$ cat src/hdl/gbs_ram.sv
module gbs_ram #(
  parameter int unsigned WIDTH = 64,
  parameter int unsigned DEPTH = 64
) (
  input  logic                                          clk,
  input  logic                                          we,
  input  logic [((DEPTH > 1) ? $clog2(DEPTH) : 1)-1:0] waddr,
  input  logic [WIDTH-1:0]                              wdata,
  input  logic [((DEPTH > 1) ? $clog2(DEPTH) : 1)-1:0] raddr,
  output logic [WIDTH-1:0]                              rdata
);
  logic [WIDTH-1:0] mem [DEPTH];

  // One write port, one registered read port
  always_ff @(posedge clk) begin
    if (we) begin
      mem[waddr] <= wdata;
    end
    rdata <= mem[raddr];
  end
endmodule

$ cat config.mk
export PLATFORM = sky130hd
export DESIGN_NAME = gbs_ram
export DESIGN_NICKNAME = d
export VERILOG_FILES = /design/src/hdl/gbs_ram.sv
export SDC_FILE = /design/constraint.sdc
export NUM_CORES = 2
export LEC_CHECK = 0
export BUFFER_PORTS_ARGS = -buffer_cell sky130_fd_sc_hd__buf_4
export CORE_ASPECT_RATIO = 1.2
export CORE_MARGIN = 2
export CORE_UTILIZATION = 45
export DETAILED_ROUTE_END_ITERATION = 10
export PLACE_DENSITY_LB_ADDON = 0.05
export SYNTH_ARGS = -nofsm -noshare
export SYNTH_HDL_FRONTEND = slang
export SYNTH_SLANG_ARGS = --single-unit
export TNS_END_PERCENT = 50
$ cat constraint.sdc
create_clock -name clk -period 13.89 [get_ports clk]
set_clock_uncertainty 0.1 [all_clocks]
set_input_delay 4.167 -clock clk [delete_from_list [all_inputs] [get_ports clk]]
set_output_delay 4.167 -clock clk [all_outputs]
set_load 0.05 [all_outputs]
[Word level (Yosys, flattened, before mapping)]
Memories as Yosys holds them, arrays and structs flattened. A register that Yosys moved wholly into a read port is not among the register bits.
Cells that the tools add are included.
Cells by class
  mux-type cells: 2
Operator list (count)
  $mux W1: 2
Word-level totals
  register bits: 0
  RAM bits: 4096
  output and inout bits: 64
  memories: 1
Memories
  mem: depth 64, bits a word 64, read ports 1, clocked after memory_dff 1, wr ports 1, RTL line 12  | logic [WIDTH-1:0] mem [DEPTH];

[Longest topological paths before layout]
  word-level depth: 2
  gate-level depth with buffers: 9
  gate-level depth less buffers: 5

[Worst setup path after synthesis]
No wires, ideal clock.
  path type: input to register
  start point: input port waddr[3] in the netlist's numbering
  end point: memory mem[48][0] (enable)
  library setup time: 0.564 ns
  arrival time: 9.039 ns
  required time: 13.226 ns
  path slack: 4.187 ns
  stages on the path: 4
  path buffers: 1
  path through: clkbuf_1 nor2b_1 nand4b_1 nor3_1
RTL lines
  start: declaration: RTL line 7  | input logic [((DEPTH > 1) ? $clog2(DEPTH) : 1)-1:0] waddr,
  end: declaration: RTL line 12
Straight into the memory's write port.

==> flow_summary.yaml <==
run_status:
  status: "finished, final reports clean"
floorplanning:
  die_area_mm2: 0.352
  floorplan.initialDensity_pct: 45.1
  row_count: 237
  die_w_um: 542
  die_h_um: 650
  num_io_pins: 142
  coreArea_mm2: 0.347
synthesis:
  yosys.cell_types.count: 33
  synthXorXnorAreaFrac_pct: 0
  synth_top_family_by_area: "multiplexers"
  synth_top_area_share_pct: 78.7
  netlist_top_cells_area: "edfxtp_1 (79%), mux4_2 (15%), mux2i_1 (0.86%), dfxtp_1 (0.82%), a22oi_1 (0.81%)"
  synthSimpleGateAreaFrac_pct: 1.24
  synth_compound_area_share_pct: 2.48
  async_flop_share_pct: 0
  ys_warn_count: 0
  postSynthCellCount: 6598
  synth_top_area_cell: "edfxtp_1"
  synthesis.area_mm2: 0.156
  synth-adder-area-share_pct: 0
  synth_edf_count: 4096
  synth_nets: 6676
  syn-mean-instance-area_um2: 23.7
  muxShareOfSynthArea_pct: 15.6
  synth-main-ff-cell: "edfxtp_1"
  yosysSeqAreaShare_pct: 79.5
  ys_seq_elements: 4160
timing:
  slew_headroom_pct: 16.6
  timing.final.crit_share_pct: 52.0
  rsz0062_at_grt: "false"
  tightest_slew_ns: 1.25
  final-max-slew-violation-count: 0
  period_needed_ns: 7.22
  hold_viol_final: 0
  timing.fmax_mhz: 139
  final-setup-viol-count: 0
  tns_ns: 0
detailed_routing:
  drt_iter0_drc: 7897
  wl_um: 453000
  via_per_inst: 6.23
  drcViolationCount: 0
  wl_per_cell_um: 38.1
  ant_nets: 0
  via_count: 74200
  drt_first_pass_iters: 5
power:
  power_density_mw_per_mm2: 149
  irDropWorstVdd_mv: 0.114
  finalPower_mw: 26.4
  p_leak_nw: 55.0
final_layout:
  postLayoutCoreUtil_pct: 51.1
  layout-drive-gt1-share_pct: 28.1
  mostFrequentLayoutCells: "edfxtp_1 (4096), mux4_2 (1024), clkbuf_16 (420)"
  nNetsFinal: 7070
  final_common_cell: "edfxtp_1"
  area_delta_synth_final_pct: 13.3
global_route:
  grt_pass1_vias: 76500
  antenna_found_initial: 30
  grt_max_degree: 123
  grt_pass1_wl_um: 627000
  globalRouteOverflowTotal: 0
  grt_use_total_pct: 25.7
worst_setup_path:
  cpMostUsedCell: "buf_4"
  max_stage_delay_ns: 0.87
  critPathArrivalTime_ns: 7.94
  slowest_stage: "buf_4"
  crit_chain: "buf_16, buf_4, buf_4, mux4_2, mux2i_1, nand2_1, a41oi_1, a211oi_1"
  cp-start-kind: "input port"
  path_class: "input port to register"
  cp_data_required_time_ns: 14.61
  crit_buf_inv: 3
  critPathTopFamily: "buffers and inverters"
  crit_path_end_kind: "register"
  cp_max_fo: 78
clock_network:
  ctsHtreeMaxLevel: 5
  cts_buffers: 416
  ctsRootBufferMaster: "clkbuf_16"
  path_clk_slew_ns: 0.06
  cts_max_path_buffers: 4
  clkLatencyLatePin_ns: 0.98
  cts_sinks: 4160
  cts_hold_buf: 0
  cts-resized-gates: 0
  cts_tree: "built"
  postCtsSetupRepairBufs: 0
place:
  place_congestion: 0.757
  place.port_buffers: 141
  hpwl_um: 243000
min_path:
  min_path_type: "register to register"
job:
  cap_violations: 0
cell families (layout without fill, tap and decap cells):
logic type             count (synthesis)  after routing
buffers and inverters                389           1135
AO/OA/AOI/OAI                        504            504
other                                  0             15
AND/OR/NAND/NOR                      386            386
flip-flops                          4160           4160
multiplexers                        1159           1159
metal layers:
| layer | global-route usage [%] | wire length (um) | part of all wire [%] | vias up |
|---|---|---|---|---|
| met3 | 3.06 | 23200 | 5.1 | 591 |
| met4 | 6.16 | 11600 | 2.6 | 4 |
| met5 | 0 | 27 | 0.0060 | - |
| met2 | 43.9 | 232000 | 51 | 2401 |
| li1 | - | - | - | 29300 |
| met1 | 35.4 | 187000 | 41 | 41800 |
layout make-up:
cell class / instances / area (um^2)
Clock buffer: 545 / 11200
Multi-Input combinational cell: 2049 / 30800
Tap cell: 4541 / 5680
Timing Repair Buffer: 346 / 2910
Clock inverter: 225 / 2200
Fill cell: 27200 / 170000
Antenna cell: 15 / 37.5
Sequential cell: 4160 / 124000
Inverter: 19 / 71.3
where the power goes:
part,internal [mW],leakage [nW],switching (mW),total [mW]
combinational,0.448,11.1,0.833,1.28
clock,6.36,6.53,4.78,11.1
sequential,13.9,37.4,0.0597,14.0
through the flow:
stage / setup WS, ns / cell area (um^2) / hold slack, ns / instances
2_1_floorplan: 4.19 / 156000 / 0.688 / 6598
3_3_place_gp: 5.55 / 164000 / 0.730 / 11100
3_5_place_dp: 5.49 / 164000 / 0.745 / 11100
4_1_cts: 6.56 / 177000 / 0.756 / 11900
5_1_grt: 6.39 / 177000 / 0.796 / 11900
6_report: 6.67 / 177000 / 0.752 / 11900
registers in the layout (all words and copies together), names as in the netlist:
signal  cells
mem      4096
rdata      64
synth_stat cells, drive strengths merged, types with 2 or more instances:
master   instances
a22oi          168
dfxtp           64
a41oi           26
buf            230
mux4          1024
nor2b           28
nand3           45
or2             28
mux2i          135
o22ai           83
a2bb2oi         19
and2             3
nand2           58
and3            64
o221ai          38
inv             19
a31oi           18
nand3b           2
nor3             2
nand2b          11
a22o            88
nor2           112
a211oi          63
nand4            2
clkbuf         140
or3             29
edfxtp        4096
final timing paths:
check                            endpoint         from  slack, ns  cells after the start
worst max register to register  rdata[19]  mem[61][19]      11.65                      5
worst min-delay path            rdata[34]  mem[47][34]       0.75                      4
worst min register to register  rdata[34]  mem[47][34]       0.75                      4
worst max-delay path            rdata[36]     raddr[0]       6.67                      8
worst min-delay path: stages, from the launching register on:
cell and delay [ns]:
edfxtp_1 0.32, mux4_2 0.22, a22oi_1 0.06, nand3_1 0.08
and3_1 0.15
(Power assumes the default switching activity.)
