--- config.mk ---
export PLATFORM = sky130hd
export DESIGN_NAME = gbs_iou_unit
export DESIGN_NICKNAME = d
export VERILOG_FILES = /design/src/hdl/gbs_pkg.sv /design/src/hdl/gbs_iou_unit.sv
export SDC_FILE = /design/constraint.sdc
export NUM_CORES = 2
export LEC_CHECK = 0
export BUFFER_PORTS_ARGS = -buffer_cell sky130_fd_sc_hd__buf_2
export CORE_UTILIZATION = 36
export CTS_BUF_LIST = sky130_fd_sc_hd__clkbuf_16
export CTS_CLUSTER_DIAMETER = 80
export DETAILED_ROUTE_END_ITERATION = 10
export PLACE_DENSITY_LB_ADDON = 0.25
export REMOVE_ABC_BUFFERS = 1
export SETUP_SLACK_MARGIN = 0.2
export SLEW_MARGIN = 40
export SYNTH_ARGS = -nofsm -noshare
export SYNTH_HDL_FRONTEND = slang
export SYNTH_SLANG_ARGS = --single-unit
--- constraint.sdc ---
create_clock -name clk -period 12.2 [get_ports clk]
set_input_delay 1.22 -clock clk [delete_from_list [all_inputs] [get_ports clk]]
set_output_delay 1.22 -clock clk [all_outputs]
set_load 0.005 [all_outputs]
--- src/hdl/gbs_pkg.sv ---
package gbs_pkg;

  // Fixed widths of the channel fields
  localparam int unsigned IN_COORD_W = 16;
  localparam int unsigned THR_W      = 16;
  localparam int unsigned SLOT_W     = 6;

  // Overlap threshold after reset (0.5 with 16 fraction bits)
  localparam logic [THR_W-1:0] THR_RESET = 16'h8000;

  // One candidate box
  typedef struct packed {
    logic [IN_COORD_W-1:0] left;
    logic [IN_COORD_W-1:0] top;
    logic [IN_COORD_W-1:0] right;
    logic [IN_COORD_W-1:0] bottom;
    logic                  last_box;
  } box_t;

  // One keep decision
  typedef struct packed {
    logic              keep;
    logic [SLOT_W-1:0] kept_slot;
    logic              table_full;
    logic              set_end;
  } decision_t;

  typedef logic [THR_W-1:0] thr_t;

  // Sequencer to compare unit
  typedef struct packed {
    logic prep;   // latch candidate area, clear suppress flag
    logic issue;  // a table read was issued this cycle
  } iou_ctl_t;

  // Compare unit to sequencer
  typedef struct packed {
    logic busy;   // compares still in flight
    logic hit;    // some kept box overlaps above threshold
  } iou_stat_t;

endpackage

--- src/hdl/gbs_iou_unit.sv ---
module gbs_iou_unit #(
  parameter int unsigned CW = 16
) (
  input  logic                   clk,
  input  logic                   rst,
  input  gbs_pkg::iou_ctl_t      ctl,
  input  logic [4*CW-1:0]        cand,
  input  logic [4*CW-1:0]        kept,
  input  gbs_pkg::thr_t          thr,
  output gbs_pkg::iou_stat_t     stat
);
  localparam int unsigned AW = 2 * CW;           // area width
  localparam int unsigned UW = AW + 1;           // union width
  localparam int unsigned UL = (UW + 1) / 2;     // low slice of union
  localparam int unsigned UH = UW - UL;          // high slice of union
  localparam int unsigned TW = gbs_pkg::THR_W;
  localparam int unsigned RW = UW + TW;          // compare width

  function automatic logic [CW-1:0] span(input logic [CW-1:0] lo, input logic [CW-1:0] hi);
    span = (hi >= lo) ? hi - lo : '0;
  endfunction

  logic [CW-1:0] cx0, cy0, cx1, cy1;
  logic [CW-1:0] kx0, ky0, kx1, ky1;
  logic [CW-1:0] ix0, iy0, ix1, iy1;
  logic          v1, v2, v3, v4, v5;
  logic [CW-1:0] iw, ih, kw, kh;
  logic [AW-1:0] carea, karea, inter, inter3, inter4;
  logic [UW-1:0] uni;
  logic [UL+TW-1:0] plo;
  logic [UH+TW-1:0] phi;
  logic [RW-1:0] lhs, rhs;
  logic          hit;

  assign {cx0, cy0, cx1, cy1} = cand;
  assign {kx0, ky0, kx1, ky1} = kept;

  // Intersection corners
  assign ix0 = (cx0 > kx0) ? cx0 : kx0;
  assign iy0 = (cy0 > ky0) ? cy0 : ky0;
  assign ix1 = (cx1 < kx1) ? cx1 : kx1;
  assign iy1 = (cy1 < ky1) ? cy1 : ky1;

  // Final compare: inter * 2^16 > thr * union
  assign lhs = RW'({inter4, {TW{1'b0}}});
  assign rhs = (RW'(phi) << UL) + RW'(plo);

  // Compare pipeline: spans, products, union, split threshold product, compare
  always_ff @(posedge clk) begin
    if (rst) begin
      v1  <= 1'b0;
      v2  <= 1'b0;
      v3  <= 1'b0;
      v4  <= 1'b0;
      v5  <= 1'b0;
      hit <= 1'b0;
    end else begin
      v1 <= ctl.issue;
      v2 <= v1;
      v3 <= v2;
      v4 <= v3;
      v5 <= v4;
      if (ctl.prep) begin
        hit <= 1'b0;
      end else if (v5 && (lhs > rhs)) begin
        hit <= 1'b1;
      end
    end
    // candidate area, once per item
    if (ctl.prep) begin
      carea <= AW'(span(cx0, cx1)) * AW'(span(cy0, cy1));
    end
    // stage 1: table word arrives
    iw <= span(ix0, ix1);
    ih <= span(iy0, iy1);
    kw <= span(kx0, kx1);
    kh <= span(ky0, ky1);
    // stage 2: areas
    inter <= AW'(iw) * AW'(ih);
    karea <= AW'(kw) * AW'(kh);
    // stage 3: union never goes negative, inter is within both areas
    uni    <= UW'(carea) + UW'(karea) - UW'(inter);
    inter3 <= inter;
    // stage 4: threshold product in two slices
    plo    <= (UL+TW)'(uni[UL-1:0]) * (UL+TW)'(thr);
    phi    <= (UH+TW)'(uni[UW-1:UL]) * (UH+TW)'(thr);
    inter4 <= inter3;
  end

  assign stat.busy = v1 | v2 | v3 | v4 | v5;
  assign stat.hit  = hit;
endmodule

Word-level counts from Yosys, hierarchy flattened

Cells that the tools add are included.
W data, S select, Z words.

Flip-flop bits (word level): 328
Logic and storage cells: 55
Input port bits: 148

$lt $le $gt $ge: 11
Muxes and demuxes: 6
Add/sub/neg operators: 9
Reduce and logical (&&, ||, !) cells: 2
Bitwise logic cells: 4
Multipliers: 5

Operator list:

| cell                | number |
|---|---|
| $mul A16 B16 Y32    | 4 |
| $ge A16 B16 Y1      | 6 |
| $mux W16            | 6 |
| $sub A16 B16 Y16    | 6 |
| $add A49 B33 Y49    | 1 |
| $gt A48 B49 Y1      | 1 |
| $add A32 B32 Y33    | 1 |
| $mul A17 B16 Y33    | 1 |
| $sub A33 B32 Y33    | 1 |
| $gt A16 B16 Y1      | 2 |
| $lt A16 B16 Y1      | 2 |
| $or A1 B1 Y1        | 4 |
| $reduce_or A2 Y1    | 1 |
| $logic_and A1 B1 Y1 | 1 |

Logic depth before layout (Yosys ltp)

Depth after elaboration: 4
Mapped depth: 39
Depth with buffers taken out: 37

Worst setup path before layout

Ideal clock, no wire load.

Path kind: input to register
Start: input cand[16]
End: register carea[30], data pin
Arrival: 8911 ps
Slack: 3032 ps
Required time: 11943 ps
Path buffers: 2
Cell stages on the path: 37
Library setup time: 257 ps
Cell sequence: inv_1 ha_1 inv_1 fa_1 a21o_1 a21oi_1 o21bai_1 a21oi_1 o21a_1 o21ai_1 nor2_1 o21ai_1 clkbuf_1 buf_2 nand2_1 nor2_1 fa_1 inv_1 fa_1 inv_1 fa_1 inv_1 fa_1 fa_1 fa_1 inv_1 ha_1 a21o_1 a21o_1 a221o_1 nor2b_1 nand4bb_1 a31oi_1 nor2b_1 o21a_1 o41a_1 xor2_1

Cells in the longest elaborated chain, start to end: 3
Elaborated cells on any way between the ends: 4
Those cells by class: 1 x add/sub; 1 x mul; 1 x order compare; 1 x mux

RTL lines:

| what                                                      | RTL line           | text |
|---|---|---|
| from (decl)                                               | gbs_iou_unit.sv:7  | `input logic [4*CW-1:0] cand,` |
| $sub A16 B16 Y16 / $ge A16 B16 Y1 (equally long branches) | gbs_iou_unit.sv:20 | `span = (hi >= lo) ? hi - lo : '0;` |
| $mux W16 *                                                | gbs_iou_unit.sv:20 |  |
| $mul A16 B16 Y32 *                                        | gbs_iou_unit.sv:71 | `carea <= AW'(span(cx0, cx1)) * AW'(span(cy0, cy1));` |
| to (signal assigned)                                      | gbs_iou_unit.sv:71 |  |
| to (decl)                                                 | gbs_iou_unit.sv:28 | `logic [AW-1:0] carea, karea, inter, inter3, inter4;` |

Mark *: on every way between the ends. The rest lies on a longest branch, timed or not.
A chain may end at the register's enable or synchronous reset.

Worst setup path after layout

Start: input cand[49]
End: register carea[30], data pin

Same word-level chain as after synthesis.

==> flow_metrics.py <==
metrics = {
    "synthesis": {
        "synth_edf_count": 32,
        "avgSynthCellArea_um2": 8.87,
        "ys_seq_area_frac": 0.115,
        "async_flop_share": 0,
        "ys_seq_elements": 328,
        "synthCells": 6754,
        "synth_area_mm2": 0.0599,
        "ys_types": 83,
        "yosysWarnings": 0,
        "synth_flop_cell": "dfxtp_1",
    },
    "critical_path": {
        "cp_max_fo": 8,
        "start_kind": "input pin",
        "cp.required_ps": 12560,
        "cp_num_buf_inv": 5,
        "cp.arrival_ps": 9850,
        "critical_path.top_delay_family": "adder cells",
        "max_stage_delay_ps": 560,
        "endpoint_kind": "register",
        "worst-path-stages": 33,
        "ff2ff_path_depth": 23,
        "worst_path_max_delay_cell": "fa_1",
        "cp_common_cell": "fa_1",
        "setup.worst_path.class": "in -> reg",
    },
    "placed_design": {
        "place.gp.congestion": 0.993,
        "hpwlAfterDp_mm": 140,
        "dpl_cell_area_mm2": 0.0629,
        "io_buffers": 149,
    },
    "floorplanning": {
        "die_x_um": 410,
        "die_area_mm2": 0.168,
        "fp.coreArea_mm2": 0.165,
        "die_h_um": 410,
        "io_pins": 150,
        "start_util": 0.363,
        "row_count": 149,
    },
    "clocking": {
        "cts_resized": 0,
        "ctsRootBufferMaster": "clkbuf_16",
        "clkTransAtPathRegs_ps": 70,
        "clk_latency_ps": 610,
        "h-tree-depth": 2,
        "cts_sinks": 328,
        "post-cts-setup-buffer-count": 0,
        "cts_buffer_depth": 3,
        "ctsHoldBuffers": 0,
        "cts_buffers": 40,
        "cts_tree": "done",
    },
    "timing": {
        "fin_worst_skew_ps": 48.6,
        "maxSlewHeadroom": 0.368,
        "min_period_ps": 9490,
        "rsz0062_at_grt": "no",
        "fmax_mhz": 105,
        "setup_viol": 0,
        "hold_violations": 0,
        "setup_tns_ps": 0,
        "worst_pin_slew_ps": 947,
        "slew_viol_final": 0,
        "final.period_utilization": 0.778,
    },
    "route": {
        "avgRoutedWirePerCell_um": 18.8,
        "routed-wl-met3_mm": 8.76,
        "drt_iter0_drc": 2449,
        "vias": 44500,
        "wl_met2_mm": 79.3,
        "highest_layer": "met5",
        "ant_nets": 0,
        "wirelength_mm": 170,
        "vias_per_cell": 4.94,
        "firstDrtPassIters": 9,
        "post-route-drc-count": 12,
        "wirelength_met1_mm": 76.7,
    },
    "global_route": {
        "grt_max_degree": 34,
        "grt_use_total": 0.205,
        "overflow": 0,
        "grt_pass1_vias": 47500,
        "antenna_found_initial": 15,
        "grt_pass1_wl_mm": 270,
    },
    "final_layout": {
        "drive_gt1_frac": 0.0483,
        "synthToLayoutAreaGrowth_pct": 7.38,
        "fill_cells": 17000,
        "final_area_mm2": 0.0643,
        "final_cell_mix": "inv_1 (1415), fa_1 (1023), nand2_1 (916), ha_1 (760), and2_1 (402)",
        "final_common_cell": "inv_1",
        "final_nets": 8710,
    },
    "hold_path": {
        "hold_class": "reg -> reg",
        "hold_path_depth": 0,
    },
    "flow_run": {
        "cap_violations": 0,
    },
    "run_status": {
        "outcome": "complete, but fails checks",
        "violations": "design-rule violations",
    },
}
## flip-flops by register name, indices dropped and copies added (netlist names), 16 cells and up
name and cells:
plo 33, uni 33, carea 32, inter3 32, inter4 32, inter 32
karea 32, phi 32, ih 16, iw 16, kh 16, kw 16
## kinds of logic (layout without fill, tap and decap cells)
kind of cell               count (synthesis)  after routing  synth area share
xor gates and xnor gates                 255            255            0.0373
DFF                                      328            328             0.115
buffers and inverters                   1608           1665             0.101
and+or+nand+nor                         2007           2007             0.157
AOI/OAI and AO/OA                        701            701            0.0764
other                                      0              8                 0
adders and majority gates               1783           1783             0.501
muxes                                     72             72            0.0127
## cell usage after synthesis (all sizes together), types with 60 or more instances
master	n	share of area
inv	1411	0.088
fa	1023	0.34
nand2	918	0.058
ha	760	0.16
and2	402	0.042
nor2	327	0.020
dfxtp	296	0.099
a21oi	216	0.018
clkbuf	170	0.011
xnor2	169	0.025
o21ai	130	0.011
a21o	124	0.016
xor2	86	0.013
nor2b	60	0.0063
## final cells by class
class	instances	area, um^2	share of cell area
clock buffers	40	1000	0.0156
diodes	8	20.0	0.000311
repair buffers	180	986	0.0153
well taps	2189	2740	0.0426
flip-flops and latches	328	6910	0.107
clock inverters	34	399	0.00620
inverters	1411	5300	0.0823
multi-input cells	4818	47000	0.730
## metal layers
| layer | up-vias | track usage |
|---|---|---|
| li1 | 20900 | - |
| met1 | 22200 | 0.276 |
| met2 | 1112 | 0.346 |
| met3 | 226 | 0.0243 |
| met4 | 18 | 0.0540 |
| met5 | - | 0 |
## final timing paths
path / slack (ps) / from / to
setup / recovery: 2710 / cand[49] / carea[30]
hold reg to reg: 290 / inter3[24] / inter4[24]
hold / removal: 290 / inter3[24] / inter4[24]
setup reg to reg: 5140 / kw[10] / karea[31]
## worst register-to-register path: cells and delay by family, from the launching register on
family	cells	cell delay, ps
xor+xnor	1	150
flops	1	930
simple gates	3	540
buf+inv	5	270
fa+ha+maj	7	3420
compound gates	7	1630
## through the flow
stage	hold WS, ps	utilization	setup WS (ps)	instances
floorplan	310	-	2560	6557
global placement	311	0.381	1910	8925
detailed placement	312	0.381	2120	8926
CTS	283	0.389	2770	9000
global route	308	0.389	2200	9000
finish	286	0.389	2710	9008
Power is left out: the tool's default activity adds up to more than one toggle a clock period on the data nets, which glitch-free logic cannot reach.
